`src/sv/lap_fifo.sv`:
```
`timescale 1ns / 1ps
// Two-entry queue that decouples the stencil front end from the back end.
// Depends on nothing.

module lap_fifo #(
    parameter int unsigned DATA_BITS = 8
) (
    input  logic                 i_clk,
    input  logic                 i_rst_n,
    input  logic                 i_push,
    input  logic [DATA_BITS-1:0] i_data,
    input  logic                 i_pop,
    output logic [DATA_BITS-1:0] o_data,
    output logic                 o_full,
    output logic                 o_empty
);
    logic [DATA_BITS-1:0] r_mem [2];
    logic                 r_wp;
    logic                 r_rp;
    logic [1:0]           r_cnt;

    // Pointers and fill count.
    always_ff @(posedge i_clk) begin
        if (!i_rst_n) begin
            r_wp  <= 1'b0;
            r_rp  <= 1'b0;
            r_cnt <= 2'd0;
        end else begin
            if (i_push) begin
                r_wp <= ~r_wp;
            end
            if (i_pop) begin
                r_rp <= ~r_rp;
            end
            case ({i_push, i_pop})
                2'b10:   r_cnt <= r_cnt + 2'd1;
                2'b01:   r_cnt <= r_cnt - 2'd1;
                default: r_cnt <= r_cnt;
            endcase
        end
    end

    // Entry storage.
    always_ff @(posedge i_clk) begin
        if (i_push) begin
            r_mem[r_wp] <= i_data;
        end
    end

    assign o_data  = r_mem[r_rp];
    assign o_full  = r_cnt[1];
    assign o_empty = (r_cnt == 2'd0);
endmodule

```
`config.mk`:
```
export PLATFORM = sky130hd
export DESIGN_NAME = lap_fifo
export DESIGN_NICKNAME = d
export VERILOG_FILES = /design/src/sv/lap_fifo.sv
export SDC_FILE = /design/constraint.sdc
export NUM_CORES = 1
export LEC_CHECK = 0
export BUFFER_PORTS_ARGS = -buffer_cell sky130_fd_sc_hd__buf_2
export CAP_MARGIN = 5
export CORE_UTILIZATION = 50
export DETAILED_ROUTE_END_ITERATION = 10
export PLACE_DENSITY = 0.77
export SETUP_SLACK_MARGIN = 0.02
export SLEW_MARGIN = 25
export SYNTH_ARGS = -nofsm -noshare
export SYNTH_HDL_FRONTEND = slang
export SYNTH_SLANG_ARGS = --single-unit
```
`constraint.sdc`:
```
create_clock -name i_clk -period 3.15 [get_ports i_clk]
set_clock_uncertainty 0.15 [all_clocks]
set_input_delay 0.315 -clock i_clk [delete_from_list [all_inputs] [get_ports i_clk]]
set_output_delay 0.315 -clock i_clk [all_outputs]
set_load 0.01 [all_outputs]
```
# Yosys cells after proc, flatten, opt, wreduce, memory -nomap -nowiden
# Memories as Yosys holds them, arrays and structs flattened. A register that Yosys moved wholly into a read port is not among the register bits.
# Cells that the tools add are included.
[op_classes] bitwise=2 multipliers=0 muxes=5 magnitude_cmp=0 n_div=0 eq_ne=2 reduce_logical=2 shifts=0 n_addsub=2
[op_table] cell="1-bit two-way mux" count=4
[op_table] cell="2-bit case mux with 2 select lines" count=1
[op_table] cell="2-bit by 1-bit adder with 2-bit output, second input constant" count=1
[op_table] cell="2-bit by 1-bit equality test with 1-bit output, second input constant" count=1
[op_table] cell="2-bit equality test, second input constant" count=1
[op_table] cell="2-bit logical NOT" count=1
[op_table] cell="1-bit inverter" count=2
[op_table] cell="2-bit nonzero test" count=1
[op_table] cell="2-bit by 1-bit subtractor with 2-bit output, second input constant" count=1
[word_totals] latchBits=0 rom_bits=0 regBits=4 mem_bits_rw=16 n_memories=1
[memory_table] name="r_mem" depth=2 width=8 rd=1 rd_clocked_by_memory_dff=1 wr=1 line_no="17" source="logic [DATA_BITS-1:0] r_mem [2];"

# Depth between registers and ports, before layout
[depth] ltp_word=3 mapped_depth=5

# Worst setup path before layout
# Ideal clock, no wire load.
[synth_path] path_type="in2reg" from="input port i_push" to="register r_cnt[1]" cell_stages=4 path_slack_ns=1.813 t_required_ns=2.930 setup_time_ns=0.070 arrival_time_ns=1.117 n_path_buf=0 cell_sequence="inv_1 ha_1 or3_1 a21boi_1"
[synth_via] elab_chain_cells=2
[synth_lines] element="start: declaration" line_no="10" source="input logic i_push,"
[synth_lines] element="2-bit by 1-bit equality test with 1-bit output / 2-bit equality test (equally long branches)" line_no="35" source="case ({i_push, i_pop})"
[synth_lines] element="2-bit case mux with 2 select lines / 2-bit nonzero test (equally long branches)"
[synth_lines] element="end signal: assignment" line_no="36" source="2'b10: r_cnt <= r_cnt + 2'd1;"
[synth_lines] element="end signal: assignment" line_no="37" source="2'b01: r_cnt <= r_cnt - 2'd1;"
[synth_lines] element="end signal: assignment" line_no="38" source="default: r_cnt <= r_cnt;"
[synth_lines] element="end: declaration" line_no="20" source="logic [1:0] r_cnt;"
# Several ways; a longest one is shown, not always the timed one.
# A chain may end at the register's enable or synchronous reset.

==> impl_metrics.json <==
{
  "ir_drop_uv": 302,
  "grt-ovfl-total": 0,
  "drt_iter0_markers": 5,
  "seq_power_share_pct": 63.3,
  "rows": 13,
  "slew_viol_final": 0,
  "path_max_fanout": 8,
  "cts_tree": "built",
  "place_area_um2": 902,
  "cts_hold_buf": 0,
  "final_common_cell": "buf_2",
  "grt_start_max_net_pins": 13,
  "synth_area_per_cell_um2": 17.0,
  "synth_seq_cells": 21,
  "crit_path_cell_trace": "mux2_2 -> buf_2",
  "tns_ns": 0,
  "p_int_w": 0.000400,
  "mostFrequentLayoutCells": "buf_2 (21), edfxtp_1 (16), mux2_2 (8)",
  "post_cts_resized": 0,
  "ctsHtreeMaxLevel": 1,
  "final_antenna_net_count": 0,
  "setup_slack_ns": 1.34,
  "endpoint": "o_data[0]",
  "hold_viol": 0,
  "die-area_um2": 1730,
  "place_ws_ns": 1.57,
  "status": "complete, no violations",
  "pwr-share-comb_pct": 12.9,
  "die_w_um": 41.6,
  "worst_slew_pin_slew_ns": 0.726,
  "timing.hold.ws_ns": 0.0520,
  "wirelength_um": 1040,
  "cts_max_path_buffers": 2,
  "fin_crit_sh_pct": 57.6,
  "die_h_um": 41.6,
  "slowest_delay_ns": 0.54,
  "power.total_w": 0.000516,
  "fp.coreArea_um2": 1380,
  "firstDrtPassIters": 3,
  "netlist_area_um2": 783,
  "cp-end-kind": "output pin",
  "min_path_type": "in -> reg",
  "cts.sinks": 21,
  "reg2reg_to": "r_mem[0][5]",
  "antenna_found_initial": 0,
  "swShare_pct": 22.5,
  "max_freq_ghz": 0.552,
  "yosys_warnings": 0,
  "setup_viol": 0,
  "criticalPathCategory": "reg -> out",
  "dp_hpwl_um": 774,
  "ys_seq_area_share_pct": 74.1,
  "arrival_ns": 1.35,
  "gp_congestion": 0.686,
  "rsz0062_at_grt": "false",
  "regToRegSetupSlack_ns": 1.73,
  "post_cts_buffers": 0,
  "ff2ff_path_depth": 1,
  "grt_pass1_wl_um": 1910,
  "route.detailed.drc": 0,
  "post-route-cell-area_um2": 930,
  "rr_startpoint": "r_wp",
  "cp-start-kind": "register",
  "period_minus_slack_ns": 1.81,
  "diodes": 0,
  "synthCells": 46,
  "start_util_pct": 56.7,
  "ys_types": 15,
  "area_growth_pct": 18.7,
  "p_leak_nw": 0.368,
  "required_ns": 2.68,
  "cp_slowest_cell": "dfxtp_1",
  "grt_pass1_vias": 451,
  "nNetsFinal": 84,
  "hp-start": "i_data[6]",
  "p_sw_w": 0.000116,
  "cts-root-buf": "clkbuf_4",
  "clkPwrFrac_pct": 23.8,
  "dr_total_vias": 410,
  "syn_nets": 59,
  "clkTransAtPathRegs_ns": 0.11,
  "cap_violations": 0,
  "wire_per_inst_um": 12.2,
  "worstSkewPairLatency_ns": 0.29,
  "drive_above_1_share_pct": 47.1,
  "p_per_area_nw_per_um2": 556,
  "relSlewSlack_pct": 51.4,
  "num_io_pins": 22,
  "cts_buffers": 3,
  "n_fill_cell": 103,
  "grtUsageTotal_pct": 14.9,
  "port_buffers": 21,
  "routed_via_density": 4.82
}
-- logic make-up after synthesis --
kind of cell / after synthesis / share of synthesized area (%)
AOI/OAI and AO/OA: 3 / 2.56
xor gates and xnor gates: 3 / 3.36
adders and majority gates: 1 / 1.60
buffers and inverters: 2 / 1.12
DFF: 21 / 74.1
muxes: 8 / 11.5
and+or+nand+nor: 8 / 5.75
-- power by group through the flow --
stage	clock network (W)	logic, W	registers (W)
floorplan	0	0.0000443	0.000329
global placement	0	0.0000664	0.000333
detailed placement	0	0.0000673	0.000334
CTS	0.000128	0.0000678	0.000327
global route	0.000140	0.0000752	0.000330
finish	0.000123	0.0000666	0.000327
-- worst min-delay path by stage --
| stage | to | slack [ns] | cells past startpoint |
|---|---|---|---|
| after detailed placement | r_cnt[1] | 0.34 | 2 |
| after floorplan | r_mem[0][0] | 0.26 | 0 |
| after global placement | r_cnt[1] | 0.33 | 2 |
| after CTS | r_mem[1][6] | 0.04 | 1 |
| after global routing | r_mem[0][0] | 0.03 | 1 |
| final | r_mem[1][6] | 0.05 | 1 |
-- Yosys cell counts --
cell type	count	area [um^2]
nor2_1	2	7.51
o21ai_0	1	5.00
or3_1	1	6.26
dfxtp_1	5	100
a21boi_1	1	7.51
nor2b_1	1	6.26
o21a_1	1	7.51
ha_1	1	12.5
mux2_2	8	90.1
edfxtp_1	16	480
buf_2	1	5.00
and2_1	4	25.0
xnor2_1	2	17.5
inv_1	1	3.75
xor2_1	1	8.76
-- registers in the layout, indices dropped and copies added (netlist names), named ones only --
register	flops
r_mem	16
r_cnt	2
r_rp	1
r_wp	1
-- layer usage --
layer | vias up | wire (um) | global-route usage (%)
met4 | 0 | 0 | 5.81
met3 | 0 | 52 | 3.91
met1 | 183 | 446 | 17.1
met2 | 12 | 542 | 26.3
li1 | 215 | - | -
met5 | - | 0 | 0
-- layout make-up --
| type | count | area [um^2] | area share [%] |
|---|---|---|---|
| clock buffer | 3 | 22.5 | 2.42 |
| tap | 15 | 18.8 | 2.02 |
| sequential | 21 | 581 | 62.4 |
| timing repair buffer | 21 | 105 | 11.3 |
| inverter | 1 | 3.75 | 0.404 |
| multi-input combinational | 23 | 194 | 20.9 |
| clock inverter | 1 | 5.00 | 0.538 |
-- metrics by stage --
step	utilization [%]	instances
6_report	67.2	85
5_1_grt	67.2	85
4_1_cts	67.2	85
3_5_place_dp	65.2	81
3_3_place_gp	65.2	81
2_1_floorplan	-	46
-- critical path: cells and delay by family (launching register included) --
kind     cells  cell delay, ns
flops        1            0.54
buf+inv      1            0.14
mux          1            0.38
(Power assumes the default switching activity.)
