## src/sv/lap_pkg.sv

```systemverilog
`timescale 1ns / 1ps
// Shared types and constants of the five-point Laplacian stencil.
// Depends on nothing; the top module, the front end and the back end import it.

package lap_pkg;

    // Configuration port geometry and register reset values.
    localparam int unsigned CFG_DATA_BITS   = 16;
    localparam int unsigned CFG_IDX_BITS    = 1;
    localparam int unsigned WIDTH_REG_BITS  = 13;
    localparam int unsigned HEIGHT_REG_BITS = 16;

    localparam logic [WIDTH_REG_BITS-1:0]  WIDTH_RESET  = 13'd4096;
    localparam logic [HEIGHT_REG_BITS-1:0] HEIGHT_RESET = 16'd4096;

    // Register indexes of the configuration port.
    typedef enum logic [CFG_IDX_BITS-1:0] {
        CFG_FRAME_WIDTH  = 1'b0,
        CFG_FRAME_HEIGHT = 1'b1
    } t_cfg_idx;

    // Position class of one pixel, worked out by the front end.
    typedef struct packed {
        logic row_ge1;   // row index at least one
        logic row_ge2;   // row index at least two
        logic col_gt0;   // column index above zero
        logic col_ge2;   // column index at least two
        logic last_col;  // last column of the row
        logic last_row;  // last row of the frame
    } t_pos;

    localparam int unsigned POS_BITS = $bits(t_pos);

    // Result slots one pixel can cause, in delivery order.
    localparam int unsigned RES_COUNT = 3;
    localparam int unsigned RES_ABOVE = 0;  // pixel of the row above, same column
    localparam int unsigned RES_LEFT  = 1;  // last row, pixel to the left
    localparam int unsigned RES_SELF  = 2;  // last pixel of the frame itself

endpackage

```

## src/sv/lap_pix_if.sv

```systemverilog
`timescale 1ns / 1ps
// Input channel of the Laplacian stencil: one pixel per beat.
// Depends on nothing.

interface lap_pix_if #(
    parameter int unsigned PIX_BITS = 16
) ();
    logic                valid;
    logic                ready;
    logic [PIX_BITS-1:0] pixel;

    modport source (output valid, output pixel, input ready);
    modport sink   (input valid, input pixel, output ready);
endinterface

```

## src/sv/lap_front.sv

```systemverilog
`timescale 1ns / 1ps
// Front end of the stencil: configuration registers, raster position counters
// and classification of each accepted pixel. Uses lap_pkg and lap_pix_if.

module lap_front #(
    parameter int unsigned MAX_WIDTH   = 4096,
    parameter int unsigned SAMPLE_BITS = 16
) (
    input  logic                                  i_clk,
    input  logic                                  i_rst_n,
    input  logic                                  i_cfg_we,
    input  lap_pkg::t_cfg_idx                     i_cfg_idx,
    input  logic [lap_pkg::CFG_DATA_BITS-1:0]     i_cfg_data,
    lap_pix_if.sink                               i_pix,
    input  logic                                  i_q_full,
    output logic                                  o_push,
    output logic [SAMPLE_BITS-1:0]                o_pixel,
    output logic [$clog2(MAX_WIDTH)-1:0]          o_col,
    output logic [$clog2(MAX_WIDTH)-1:0]          o_rd_addr,
    output lap_pkg::t_pos                         o_pos
);
    import lap_pkg::*;

    localparam int unsigned COL_BITS = $clog2(MAX_WIDTH);
    localparam logic [31:0] MaxW     = 32'(MAX_WIDTH);

    logic [WIDTH_REG_BITS-1:0]  r_width;
    logic [HEIGHT_REG_BITS-1:0] r_height;
    logic [COL_BITS-1:0]        r_col;
    logic [COL_BITS-1:0]        n_col;
    logic [HEIGHT_REG_BITS-1:0] r_row;
    logic [HEIGHT_REG_BITS-1:0] n_row;
    logic [COL_BITS-1:0]        last_col_idx;
    logic [HEIGHT_REG_BITS-1:0] last_row_idx;
    logic [31:0]                width_ext;
    t_pos                       pos;
    logic                       accept;

    // Effective frame limits: zero acts as one, width clamps to the buffer depth.
    always_comb begin
        width_ext = 32'(r_width);
        if (r_width == '0) begin
            last_col_idx = '0;
        end else if (width_ext > MaxW) begin
            last_col_idx = COL_BITS'(MaxW - 32'd1);
        end else begin
            last_col_idx = COL_BITS'(width_ext - 32'd1);
        end
        last_row_idx = (r_height == '0) ? '0 : r_height - 16'd1;
    end

    // Classify the current raster position.
    always_comb begin
        pos.row_ge1  = (r_row != '0);
        pos.row_ge2  = (r_row > 16'd1);
        pos.col_gt0  = (r_col != '0);
        pos.col_ge2  = (r_col > COL_BITS'(1));
        pos.last_col = (r_col == last_col_idx);
        pos.last_row = (r_row == last_row_idx);
    end

    // Next raster position; a frame wraps back to its origin.
    always_comb begin
        if (pos.last_col) begin
            n_col = '0;
            n_row = pos.last_row ? '0 : r_row + 16'd1;
        end else begin
            n_col = r_col + COL_BITS'(1);
            n_row = r_row;
        end
    end

    assign accept      = i_pix.valid && !i_q_full;
    assign i_pix.ready = !i_q_full;

    // Configuration registers and position counters; any write restarts the frame.
    always_ff @(posedge i_clk) begin
        if (!i_rst_n) begin
            r_width  <= WIDTH_RESET;
            r_height <= HEIGHT_RESET;
            r_col    <= '0;
            r_row    <= '0;
        end else if (i_cfg_we) begin
            unique case (i_cfg_idx)
                CFG_FRAME_WIDTH:  r_width  <= i_cfg_data[WIDTH_REG_BITS-1:0];
                CFG_FRAME_HEIGHT: r_height <= i_cfg_data[HEIGHT_REG_BITS-1:0];
            endcase
            r_col <= '0;
            r_row <= '0;
        end else if (accept) begin
            r_col <= n_col;
            r_row <= n_row;
        end
    end

    // The buffer entry one column ahead is fetched with each pixel; the last
    // column fetches column zero for the start of the next row.
    assign o_push    = accept;
    assign o_pixel   = i_pix.pixel;
    assign o_col     = r_col;
    assign o_rd_addr = pos.last_col ? '0 : r_col + COL_BITS'(1);
    assign o_pos     = pos;
endmodule

```

## src/flat_wrapper.sv

```systemverilog
// flat-port wrapper written by rule: the top's interface ports become plain ports
module lap_front_flat import lap_pkg::*;
#(
    parameter int unsigned MAX_WIDTH   = 4096,
    parameter int unsigned SAMPLE_BITS = 16
)
  (i_clk, i_rst_n, i_cfg_we, i_cfg_idx, i_cfg_data, i_q_full, o_push, o_pixel, o_col, o_rd_addr, o_pos, i_pix_valid, i_pix_pixel, i_pix_ready);
  lap_pix_if i_pix_i ();
  input  logic i_clk;
  input  logic i_rst_n;
  input  logic i_cfg_we;
  input  lap_pkg::t_cfg_idx i_cfg_idx;
  input  logic [lap_pkg::CFG_DATA_BITS-1:0] i_cfg_data;
  input  logic i_q_full;
  output logic o_push;
  output logic [SAMPLE_BITS-1:0] o_pixel;
  output logic [$clog2(MAX_WIDTH)-1:0] o_col;
  output logic [$clog2(MAX_WIDTH)-1:0] o_rd_addr;
  output lap_pkg::t_pos o_pos;
  input wire logic [$bits(i_pix_i.valid)-1:0] i_pix_valid;
  input wire logic [$bits(i_pix_i.pixel)-1:0] i_pix_pixel;
  output wire logic [$bits(i_pix_i.ready)-1:0] i_pix_ready;
  assign i_pix_i.valid = i_pix_valid;
  assign i_pix_i.pixel = i_pix_pixel;
  assign i_pix_ready = i_pix_i.ready;
  lap_front #(.MAX_WIDTH(MAX_WIDTH), .SAMPLE_BITS(SAMPLE_BITS)) u_core (.i_clk(i_clk), .i_rst_n(i_rst_n), .i_cfg_we(i_cfg_we), .i_cfg_idx(i_cfg_idx), .i_cfg_data(i_cfg_data), .i_pix(i_pix_i), .i_q_full(i_q_full), .o_push(o_push), .o_pixel(o_pixel), .o_col(o_col), .o_rd_addr(o_rd_addr), .o_pos(o_pos));
endmodule
```

## config.mk

```make
export PLATFORM = sky130hd
export DESIGN_NAME = lap_front_flat
export DESIGN_NICKNAME = d
export VERILOG_FILES = /design/src/sv/lap_pkg.sv /design/src/sv/lap_pix_if.sv /design/src/sv/lap_front.sv /design/src/flat_wrapper.sv
export SDC_FILE = /design/constraint.sdc
export NUM_CORES = 1
export LEC_CHECK = 0
export ABC_AREA = 1
export BUFFER_PORTS_ARGS = -buffer_cell sky130_fd_sc_hd__buf_2
export CAP_MARGIN = 10
export CORE_MARGIN = 10
export CORE_UTILIZATION = 40
export DETAILED_ROUTE_END_ITERATION = 8
export HOLD_SLACK_MARGIN = 0.03
export PLACE_DENSITY = 0.59
export SYNTH_ARGS = -nofsm -noshare
export SYNTH_HDL_FRONTEND = slang
export SYNTH_SLANG_ARGS = --single-unit
```

## constraint.sdc

```tcl
create_clock -name i_clk -period 3.3 [get_ports i_clk]
set_input_delay 0.33 -clock i_clk [delete_from_list [all_inputs] [get_ports i_clk]]
set_output_delay 0.33 -clock i_clk [all_outputs]
set_load 0.02 [all_outputs]
```

# Word level (Yosys, flattened, before mapping)
# Index checks and enable logic that the tools add are counted.
# W data, S select, Z words.
dict set report op_classes {
  n_mux 5
  n_eq_ne 2
  addsub 4
  magnitude_cmp 3
  bitwise_logic 2
  n_reduce_logical 10
}
# operator count
set ops {}
lappend ops {{$mux W12} 3}
lappend ops {{$mux W16} 2}
lappend ops {{$add A16 B1 Y16 const B} 1}
lappend ops {{$eq A16 B16 Y1} 1}
lappend ops {{$gt A16 B1 Y1 const B} 1}
lappend ops {{$logic_not A16 Y1} 1}
lappend ops {{$reduce_bool A16 Y1} 1}
lappend ops {{$sub A16 B1 Y16 const B} 1}
lappend ops {{$gt A13 B13 Y1 const B} 1}
lappend ops {{$logic_not A13 Y1} 1}
lappend ops {{$add A12 B1 Y12 const B} 1}
lappend ops {{$eq A12 B12 Y1} 1}
lappend ops {{$gt A12 B1 Y1 const B} 1}
lappend ops {{$reduce_bool A12 Y1} 1}
lappend ops {{$sub A12 B1 Y12 const B} 1}
lappend ops {{$reduce_and A2 Y1} 3}
lappend ops {{$not A1 Y1} 2}
lappend ops {{$reduce_or A2 Y1} 1}
lappend ops {{$logic_and A1 B1 Y1} 1}
lappend ops {{$logic_not A1 Y1} 1}
dict set report word_totals {
  out_inout_bits 48
  in_bits 38
  word_cells 30
  register_bits 57
}

# Depth between registers and ports, before layout
# Gate-level depths: netlist of the first run.
dict set report depth {
  depth_word 5
  ltp_mapped 19
  mapped_depth_nobuf 17
}

# Least setup slack after synthesis of the first run
# Ideal clock, no wire load.
dict set report synth_path {
  path_kind {flip-flop to output port}
  start {register u_core.r_height[0]}
  end {output o_pos[0] (netlist name)}
  n_path_buf 1
  required_ps 2970
  setup_slack_ps 756
  stages_incl_launch_ff 12
  t_arrival_ps 2214
  cell_sequence {dfxtp_1 > inv_1 > ha_1 > nand2_1 > nor2_1 > nand2_1 > buf_2 > nand3_1 > nand2_1 > nand3_1 > or3_1 > nor3b_1}
}
# item line
set synth_lines {}
lappend synth_lines {{from (decl)} lap_front.sv:28} ;# logic [HEIGHT_REG_BITS-1:0] r_height;
lappend synth_lines {{from (signal assigned)} lap_front.sv:86} ;# CFG_FRAME_HEIGHT: r_height <= i_cfg_data[HEIGHT_REG_BITS-1:0];
lappend synth_lines {{to (decl)} flat_wrapper.sv:19} ;# output lap_pkg::t_pos o_pos;

# Worst setup path in the final report of the first run
dict set report layout_path {
  start {register u_core.r_width[0]}
  end {output o_rd_addr[8]}
}
dict set report layout_between {
  elab_chain_cells 5
  word_cells_on_any_way 7
  cone_classes {add/sub (1); order compare (1); eq/ne (1); mux (3); reduce/logical (1)}
}
# item line
set layout_rtl {}
lappend layout_rtl {{from (decl)} lap_front.sv:27} ;# logic [WIDTH_REG_BITS-1:0] r_width;
lappend layout_rtl {{from (signal assigned)} lap_front.sv:85} ;# CFG_FRAME_WIDTH: r_width <= i_cfg_data[WIDTH_REG_BITS-1:0];
lappend layout_rtl {{$sub A12 B1 Y12 or $gt A13 B13 Y1 (tied branches)} {lap_front.sv:47, lap_front.sv:44}}
lappend layout_rtl {{$mux W12} lap_front.sv:44} ;# end else if (width_ext > MaxW) begin
lappend layout_rtl {{$mux W12 *} lap_front.sv:42} ;# if (r_width == '0) begin
lappend layout_rtl {{$eq A12 B12 Y1 *} lap_front.sv:58} ;# pos.last_col = (r_col == last_col_idx);
lappend layout_rtl {{$mux W12 *} lap_front.sv:101} ;# assign o_rd_addr = pos.last_col ? '0 : r_col + COL_BITS'(1);
lappend layout_rtl {{to (decl)} flat_wrapper.sv:18} ;# output logic [$clog2(MAX_WIDTH)-1:0] o_rd_addr;
# Mark *: on every way between the ends. The rest lies on a longest branch, timed or not.

==> results_dict.tcl, run 1 <==
set metrics [dict create \
    globalRouteTotalUtil_pct 17.2 \
    synthesis.instances 773 \
    clock_tree_from_tritoncts "yes" \
    min_path_type "primary input to flop" \
    rsz0062_at_grt "no" \
    slew_headroom_pct 45.2 \
    worstMarginPinSlew_ps 820 \
    power_mw 2.19 \
    postSynthAreaPerCell_um2 5.86 \
    clockRootBuffer "sky130_fd_sc_hd__clkbuf_16" \
    grt_pass1_wl_um 23100 \
    pwr_density_cell_nw_per_um2 430 \
    final-hold-violation-count 0 \
    clock_skew_ps 7.36 \
    place_hpwl_um 10600 \
    chipWidth_um 126 \
    r2r_cells 15 \
    largest_driver_fanout_on_the_critical_path 20 \
    cts_setup_buffers 0 \
    finish.instance_area_um2 5080 \
    gp_congestion 0.940 \
    cts.sink_count 57 \
    report.final.slew_viol_count 0 \
    antenna_violating_nets_post_route 0 \
    worstReg2RegStart "u_core.r_width[0]" \
    ir_drop_v 0.000197 \
    max-clock-path-buffers 2 \
    drt-total-wl_um 13700 \
    antennaDiodeCount 0 \
    r2r_end "u_core.r_row[13]" \
    total_leakage_power_nw 2.43 \
    most_common_library_cell_in_the_layout_ignoring_fill_and_taps "sky130_fd_sc_hd__nand2_1" \
    drt-initial-drc-count 293 \
    hold_start "i_cfg_data[12]" \
    synth_async_sr_flop_share_pct 0 \
    drc 0 \
    clkSlewWorstSetupHoldPaths_ps 50 \
    number_of_synthesis_warnings 0 \
    starting_density_pct 41.3 \
    worst_hold_path.num_cells 3 \
    ff_latch_area_um2 1140 \
    synth_enable_flop_cells 0 \
    worstSkewPairLatency_ps 340 \
    design.die.area_um2 16000 \
    synth.lib_cells_used.distinct 27 \
    postSynth.topFlopCell "sky130_fd_sc_hd__dfxtp_1" \
    cell_area_after_synthesis_um2 4530 \
    cts-hold-fix-buffers 0 \
    numCtsBuffers 9 \
    fin_crit_sh_pct 90.3 \
    num_vias 4907 \
    ys_ff_latch 57 \
    clock.fmax_mhz 336 \
    timing.reg2reg.setup_slack_ps 540 \
    final_net_count 847 \
    std_cell_rows 38 \
    port_buffers 53 \
    grt_max_degree 32 \
    top_level_ports 86 \
    timing.critical_path.from_type "flop" \
    core_ar_um2 11000 \
    mostFrequentLayoutCells "sky130_fd_sc_hd__nand2_1, sky130_fd_sc_hd__inv_1, sky130_fd_sc_hd__nor2_1, sky130_fd_sc_hd__nand3_1, sky130_fd_sc_hd__a21oi_1" \
    multi_input_gate_area_um2 2780 \
    synthesis.nets 819 \
    area_growth_pct 12.1 \
    detail_route.wl_per_cell_um 14.4 \
    final.min_clock_period_ps 2980 \
    fraction_of_final_layout_cells_with_drive_strength_greater_than_1_pct 11.3 \
    grt_antenna_before_repair 0 \
    first_global_vias 4906 \
    worstHoldEndpoint "u_core.r_width[12]" \
    seq_area_frac_synth_pct 25.2 \
    run_status "finished, final reports clean" \
    cp.required_ps 2970 \
    viasPerCell 5.19 \
    finalHoldWorstSlack_ps 264 \
    setup.worst_path.class "flop to output pin" \
    timing.critical_path.to_type "output pin" \
    nFillCells 1226 \
    postPlaceCellArea_um2 4760 \
    grt_overflow_total 0 \
    drt_first_pass_iters 5 \
    cts_htree_levels 3 \
    setup_viol 0 \
    finalSetupTns_ps 0 \
    cp.arrival_ps 2650 \
    die_h_um 126 \
    drv_cap 0 \
]
==> how the worst max path moves through the flow <==
stage,startpoint,endpoint,cells past startpoint
final,u_core.r_width[0],o_rd_addr[8],16
after global routing,u_core.r_width[0],o_rd_addr[7],17
after CTS,u_core.r_width[0],o_rd_addr[5],16
after detailed placement,u_core.r_width[0],u_core.r_row[13],15
after global placement,u_core.r_width[0],u_core.r_row[14],15
after floorplan,u_core.r_height[0],o_pos[0],11
==> metrics by stage <==
stage	setup WS (ps)	cells	utilization [%]
2_1_floorplan	756	773	-
3_3_place_gp	569	930	43.3
3_5_place_dp	484	930	43.3
4_1_cts	135	946	46.0
5_1_grt	22.4	946	46.3
6_report	321	946	46.3
==> kinds of logic (layout without fill, tap and decap cells) <==
logic type | after synthesis | count (layout) | synth area share, %
compound gates | 125 | 125 | 14.0
xor+xnor | 25 | 25 | 4.83
fa+ha+maj | 8 | 8 | 2.21
buf+inv | 143 | 176 | 13.9
flops | 57 | 57 | 25.2
simple gates | 415 | 415 | 39.9
==> cell usage after synthesis, types with 2 or more instances <==
| cell type | n | share of area (%) |
|---|---|---|
| sky130_fd_sc_hd__buf_6 | 2 | 0.50 |
| sky130_fd_sc_hd__nor2_4 | 2 | 0.50 |
| sky130_fd_sc_hd__o211ai_1 | 4 | 0.66 |
| sky130_fd_sc_hd__nor4_1 | 4 | 0.55 |
| sky130_fd_sc_hd__a21oi_1 | 68 | 7.5 |
| sky130_fd_sc_hd__nor2_1 | 83 | 6.9 |
| sky130_fd_sc_hd__nand4_1 | 21 | 2.9 |
| sky130_fd_sc_hd__inv_1 | 101 | 8.4 |
| sky130_fd_sc_hd__nand2_2 | 5 | 0.69 |
| sky130_fd_sc_hd__o21ai_0 | 53 | 5.9 |
| sky130_fd_sc_hd__ha_1 | 8 | 2.2 |
| sky130_fd_sc_hd__nand3_2 | 3 | 0.66 |
| sky130_fd_sc_hd__buf_2 | 5 | 0.55 |
| sky130_fd_sc_hd__inv_2 | 2 | 0.17 |
| sky130_fd_sc_hd__dfxtp_1 | 57 | 25 |
| sky130_fd_sc_hd__nand3b_1 | 2 | 0.33 |
| sky130_fd_sc_hd__nor2_2 | 6 | 0.83 |
| sky130_fd_sc_hd__clkbuf_1 | 14 | 1.2 |
| sky130_fd_sc_hd__nor3_1 | 10 | 1.1 |
| sky130_fd_sc_hd__xor2_1 | 24 | 4.6 |
| sky130_fd_sc_hd__nand2_1 | 201 | 17 |
| sky130_fd_sc_hd__nand3_1 | 74 | 8.2 |
| sky130_fd_sc_hd__buf_4 | 19 | 3.1 |
| sky130_fd_sc_hd__nor3b_1 | 2 | 0.33 |
==> flip-flops by register name, summed over array words and instances (netlist names) <==
| signal | flops |
|---|---|
| u_core.r_height | 16 |
| u_core.r_row | 16 |
| u_core.r_width | 13 |
| u_core.o_col | 12 |
==> what timing repair did <==
item / in CTS / in global routing
resized for setup: 0 / 5
setup endpoints to repair: 0 / 13
endpoints found under the hold margin: 0 / 0
==> routing by layer <==
metal	up-vias	part of all wire [%]	track usage, %
met4	0	2.1	6.76
met5	-	0	0
met3	24	6.1	4.75
met1	2210	44	20.1
li1	2533	-	-
met2	140	48	28.9
==> worst max-delay path, cell delays in order (launching register included) <==
cell                      delay, ps
sky130_fd_sc_hd__dfxtp_1        300
sky130_fd_sc_hd__inv_1          120
sky130_fd_sc_hd__ha_1           210
sky130_fd_sc_hd__nand2_2        110
sky130_fd_sc_hd__nor2_4         160
sky130_fd_sc_hd__nand2_1        110
sky130_fd_sc_hd__nand2_4        210
sky130_fd_sc_hd__nand2_1        120
sky130_fd_sc_hd__nand3_2         80
sky130_fd_sc_hd__nand2_2         80
sky130_fd_sc_hd__nor2_1          90
sky130_fd_sc_hd__nand2_1         70
sky130_fd_sc_hd__nor2_2         170
sky130_fd_sc_hd__nand2_4        150
sky130_fd_sc_hd__nand3_1        130
sky130_fd_sc_hd__inv_1           40
sky130_fd_sc_hd__buf_2          150
==> power by group <==
part / leakage [nW] / switching [mW] / internal (mW)
combinational: 1.82 / 0.336 / 0.155
clock: 0.142 / 0.344 / 0.601
sequential: 0.466 / 0.0301 / 0.718
==> final cells by class <==
type / instances / area share (%)
Clock buffer: 11 / 4.78
Inverter: 103 / 7.61
Clock inverter: 5 / 1.08
Sequential cell: 57 / 22.5
Multi-Input combinational cell: 573 / 54.8
Tap cell: 140 / 3.45
Timing Repair Buffer: 57 / 5.86
No activity file was read; power rests on OpenSTA's default activity.
==> run 2, diff against run 1 <==
- ABC_AREA: 1 -> unset
==> run 2 against run 1 <==
Flip-flop and latch count did not move; routed wire length rose by 16%; total power fell by 2.8%; critical path depth fell by 3; the run now ends with setup timing left; synthesized cell count fell by 16%.
==> results_dict.tcl, run 2 <==
set metrics [dict create \
    power.net_switching_uw 619 \
    number_of_synthesis_warnings 0 \
    finalHoldWorstSlack_ps 246 \
    cell_area_after_synthesis_um2 4650 \
    worstHoldEndpoint "u_core.r_height[14]" \
    r2r_cells 15 \
    viasPerCell 5.82 \
    grt_antenna_before_repair 0 \
    most_common_library_cell_in_the_layout_ignoring_fill_and_taps "sky130_fd_sc_hd__nand2_1" \
    post-route-worst-setup-slack_ps -393 \
    synth_largest_type_area_fraction_pct 24.5 \
    synth.most_common_cell "sky130_fd_sc_hd__nand2_1" \
    starting_density_pct 40.7 \
    switching_share_pct 29.2 \
    drt-total-wl_um 15900 \
    drt-initial-drc-count 430 \
    clock_tree_from_tritoncts "yes" \
    critPathTopFamily "simple AND/OR/NAND/NOR gates" \
    timing.critical_path.from_type "flop" \
    synthesis.instances 653 \
    antenna_violating_nets_post_route 0 \
    finish.instance_area_um2 6450 \
    die_h_um 128 \
    setup.worst_path.class "flop to output pin" \
    pwr_density_cell_nw_per_um2 329 \
    ir_drop_v 0.000340 \
    drv_cap 0 \
    grt_pass1_wl_um 25900 \
    cts-hold-fix-buffers 0 \
    postPlaceCellArea_um2 5460 \
    detail_route.wl_per_cell_um 17.6 \
    cp.required_ps 2970 \
    worstMarginPinSlew_ps 978 \
    final_net_count 804 \
    wirelength_met1_um 7080 \
    worstSkewPairLatency_ps 330 \
    report.final.slew_viol_count 0 \
    clkPwrFrac_pct 39.8 \
    timing.reg2reg.setup_slack_ps -370 \
    clkSlewWorstSetupHoldPaths_ps 50 \
    synth.largest_area_cell "sky130_fd_sc_hd__dfxtp_1" \
    synth_enable_flop_cells 0 \
    chipWidth_um 128 \
    clockRootBuffer "sky130_fd_sc_hd__clkbuf_16" \
    intPower_mw 1.50 \
    p_comb_share_pct 26.1 \
    port_buffers 53 \
    cp.arrival_ps 3360 \
    num_vias 5257 \
    max-clock-path-buffers 2 \
    ff_latch_area_um2 1140 \
    final.min_clock_period_ps 3690 \
    run_status "finished with violations" \
    slew_headroom_pct 34.8 \
    std_cell_rows 39 \
    postSynthAreaPerCell_um2 7.12 \
    place_hpwl_um 11700 \
    synth.top_cells.by_count "sky130_fd_sc_hd__nand2_1, sky130_fd_sc_hd__dfxtp_1, sky130_fd_sc_hd__nor2_1, sky130_fd_sc_hd__a21oi_1, sky130_fd_sc_hd__clkbuf_1" \
    area_growth_pct 38.8 \
    globalRouteTotalUtil_pct 19.2 \
    mostFrequentLayoutCells "sky130_fd_sc_hd__nand2_1, sky130_fd_sc_hd__buf_4, sky130_fd_sc_hd__dfxtp_1, sky130_fd_sc_hd__buf_2, sky130_fd_sc_hd__nor2_1" \
    critical_path_cell_sequence "inv_2, ha_4, or4b_4, buf_6, nor4_4, mux2i_2, buf_4, nand4_1, a2111oi_4, buf_4, and4bb_2, and2_4, buf_6" \
    timing.critical_path.to_type "output pin" \
    violations "setup timing" \
    worst_hold_path.num_cells 3 \
    numCtsBuffers 9 \
    cp_slowest_cell "sky130_fd_sc_hd__or4b_4" \
    hold_start "i_cfg_data[14]" \
    dr.max_layer_used "met4" \
    multi_input_gate_area_um2 3560 \
    first_global_vias 5182 \
    total_leakage_power_nw 2.50 \
    clock_skew_ps 6.99 \
    seq_area_frac_synth_pct 24.5 \
    sequentialPowerShare_pct 34.2 \
    worstReg2RegStart "u_core.r_width[0]" \
    postSynth.topFlopCell "sky130_fd_sc_hd__dfxtp_1" \
    final-hold-violation-count 0 \
    reg.largest.list "u_core.r_height (16), u_core.r_row (16), u_core.r_width (13)" \
    drt_first_pass_iters 5 \
    cp_buf_inv_count 5 \
    routed-wl-met2_um 7380 \
    fin_crit_sh_pct 112 \
    top_level_ports 86 \
    cpPeakStageDelay_ps 520 \
    ys_ff_latch 57 \
    antennaDiodeCount 0 \
    min_path_type "primary input to flop" \
    largest_driver_fanout_on_the_critical_path 5 \
    core_ar_um2 11400 \
    grt_overflow_total 0 \
    drc 0 \
    met3_wirelength_um 1090 \
    fraction_of_final_layout_cells_with_drive_strength_greater_than_1_pct 33.5 \
    gp_congestion 0.941 \
    cts_htree_levels 3 \
    synth_async_sr_flop_share_pct 0 \
    setup_viol 39 \
    synthesis.nets 699 \
    r2r_end "u_core.r_row[15]" \
    design.die.area_um2 16300 \
    placement_setup_slack_ps -337 \
    synth_top_cells_by_area "sky130_fd_sc_hd__dfxtp_1, sky130_fd_sc_hd__nand2_1, sky130_fd_sc_hd__a21boi_0, sky130_fd_sc_hd__nor2_1, sky130_fd_sc_hd__a21oi_1" \
    rsz0062_at_grt "yes" \
    cts.sink_count 57 \
    grt_max_degree 32 \
    clock.fmax_mhz 271 \
    synth.lib_cells_used.distinct 68 \
    nFillCells 1078 \
]
## run 2: cell count changes after synthesis, moves of 15 or more
cell / before / now
sky130_fd_sc_hd__inv_1: 101 / 22
sky130_fd_sc_hd__or3_1: 1 / 23
sky130_fd_sc_hd__nand3_1: 74 / 21
sky130_fd_sc_hd__nor2_1: 83 / 47
sky130_fd_sc_hd__a21boi_0: 0 / 30
sky130_fd_sc_hd__xnor2_1: 1 / 16
sky130_fd_sc_hd__a21oi_1: 68 / 35
sky130_fd_sc_hd__nand2_1: 201 / 104
sky130_fd_sc_hd__o21ai_0: 53 / 20
sky130_fd_sc_hd__clkbuf_1: 14 / 32
sky130_fd_sc_hd__nor4_1: 4 / 19
## run 2: worst max path at each step
stage,from,endpoint,cells past startpoint
6_report,u_core.r_width[0],o_pos[1],13
5_1_grt,u_core.r_width[0],o_rd_addr[8],14
4_1_cts,u_core.r_width[0],o_rd_addr[8],13
3_5_place_dp,u_core.r_width[0],u_core.r_row[15],12
3_3_place_gp,u_core.r_width[0],u_core.r_row[15],12
2_1_floorplan,u_core.r_width[2],o_rd_addr[10],11
## run 2: timing repair
action | 4_1_cts | 5_1_grt
gates resized for setup | 97 | 38
endpoints found under the setup margin | 41 | 42
buffers inserted | 14 | 6
gates cloned | 2 | 0
pin swaps | 43 | 28
## run 2: layout make-up
| type | instances | share of cell area (%) |
|---|---|---|
| multi-input cells | 514 | 55.1 |
| repair buffers | 154 | 19.0 |
| flip-flops and latches | 57 | 17.7 |
| clock buffers | 14 | 4.09 |
| well taps | 143 | 2.77 |
| inverters | 22 | 1.28 |
## run 2: logic make-up (layout without fill, tap and decap cells)
kind of cell               Yosys count  count (layout)  synth area share [%]
xor gates and xnor gates            31              31                  5.84
DFF                                 57              57                  24.5
AOI/OAI and AO/OA                  161             161                  23.7
muxes                                8               8                  1.75
and+or+nand+nor                    305             306                  33.7
adders and majority gates            8               8                  2.15
buffers and inverters               83             190                  8.32
## run 2: metrics by stage
| step | util, % | instances | TNS (ps) | power (mW) |
|---|---|---|---|---|
| after floorplan | - | 653 | 0 | 1.06 |
| after CTS | 54.5 | 898 | -7790 | 2.10 |
| after global routing | 56.5 | 904 | -15850 | 2.23 |
| final | 56.5 | 904 | -8920 | 2.12 |
| after detailed placement | 47.9 | 868 | -6910 | 1.20 |
| after global placement | 47.9 | 868 | -4190 | 1.20 |
## run 2: power by group through the flow
stage	clock (mW)	sequential, mW	combinational (mW)
2_1_floorplan	0	0.735	0.327
3_3_place_gp	0	0.736	0.460
3_5_place_dp	0	0.737	0.467
4_1_cts	0.861	0.724	0.516
5_1_grt	0.894	0.727	0.605
6_report	0.844	0.725	0.553
## run 2: metal layers
layer | up-vias | track usage (%)
li1 | 2547 | -
met1 | 2483 | 24.9
met2 | 190 | 30.0
met3 | 37 | 4.63
met4 | 0 | 7.15
met5 | - | 0
## run 2: worst register-to-register path, cell delays in order, from the launching register on
cell and delay, ps:
sky130_fd_sc_hd__dfxtp_2 330, sky130_fd_sc_hd__inv_2 70, sky130_fd_sc_hd__ha_4 120, sky130_fd_sc_hd__or4b_4 520, sky130_fd_sc_hd__buf_6 150, sky130_fd_sc_hd__nor4_4 250
sky130_fd_sc_hd__mux2i_2 270, sky130_fd_sc_hd__buf_4 140, sky130_fd_sc_hd__nand4_1 120, sky130_fd_sc_hd__a2111oi_4 360, sky130_fd_sc_hd__buf_4 160, sky130_fd_sc_hd__and4bb_2 250
sky130_fd_sc_hd__buf_6 100, sky130_fd_sc_hd__nand3_4 110, sky130_fd_sc_hd__or4b_1 500, sky130_fd_sc_hd__a31oi_1 130
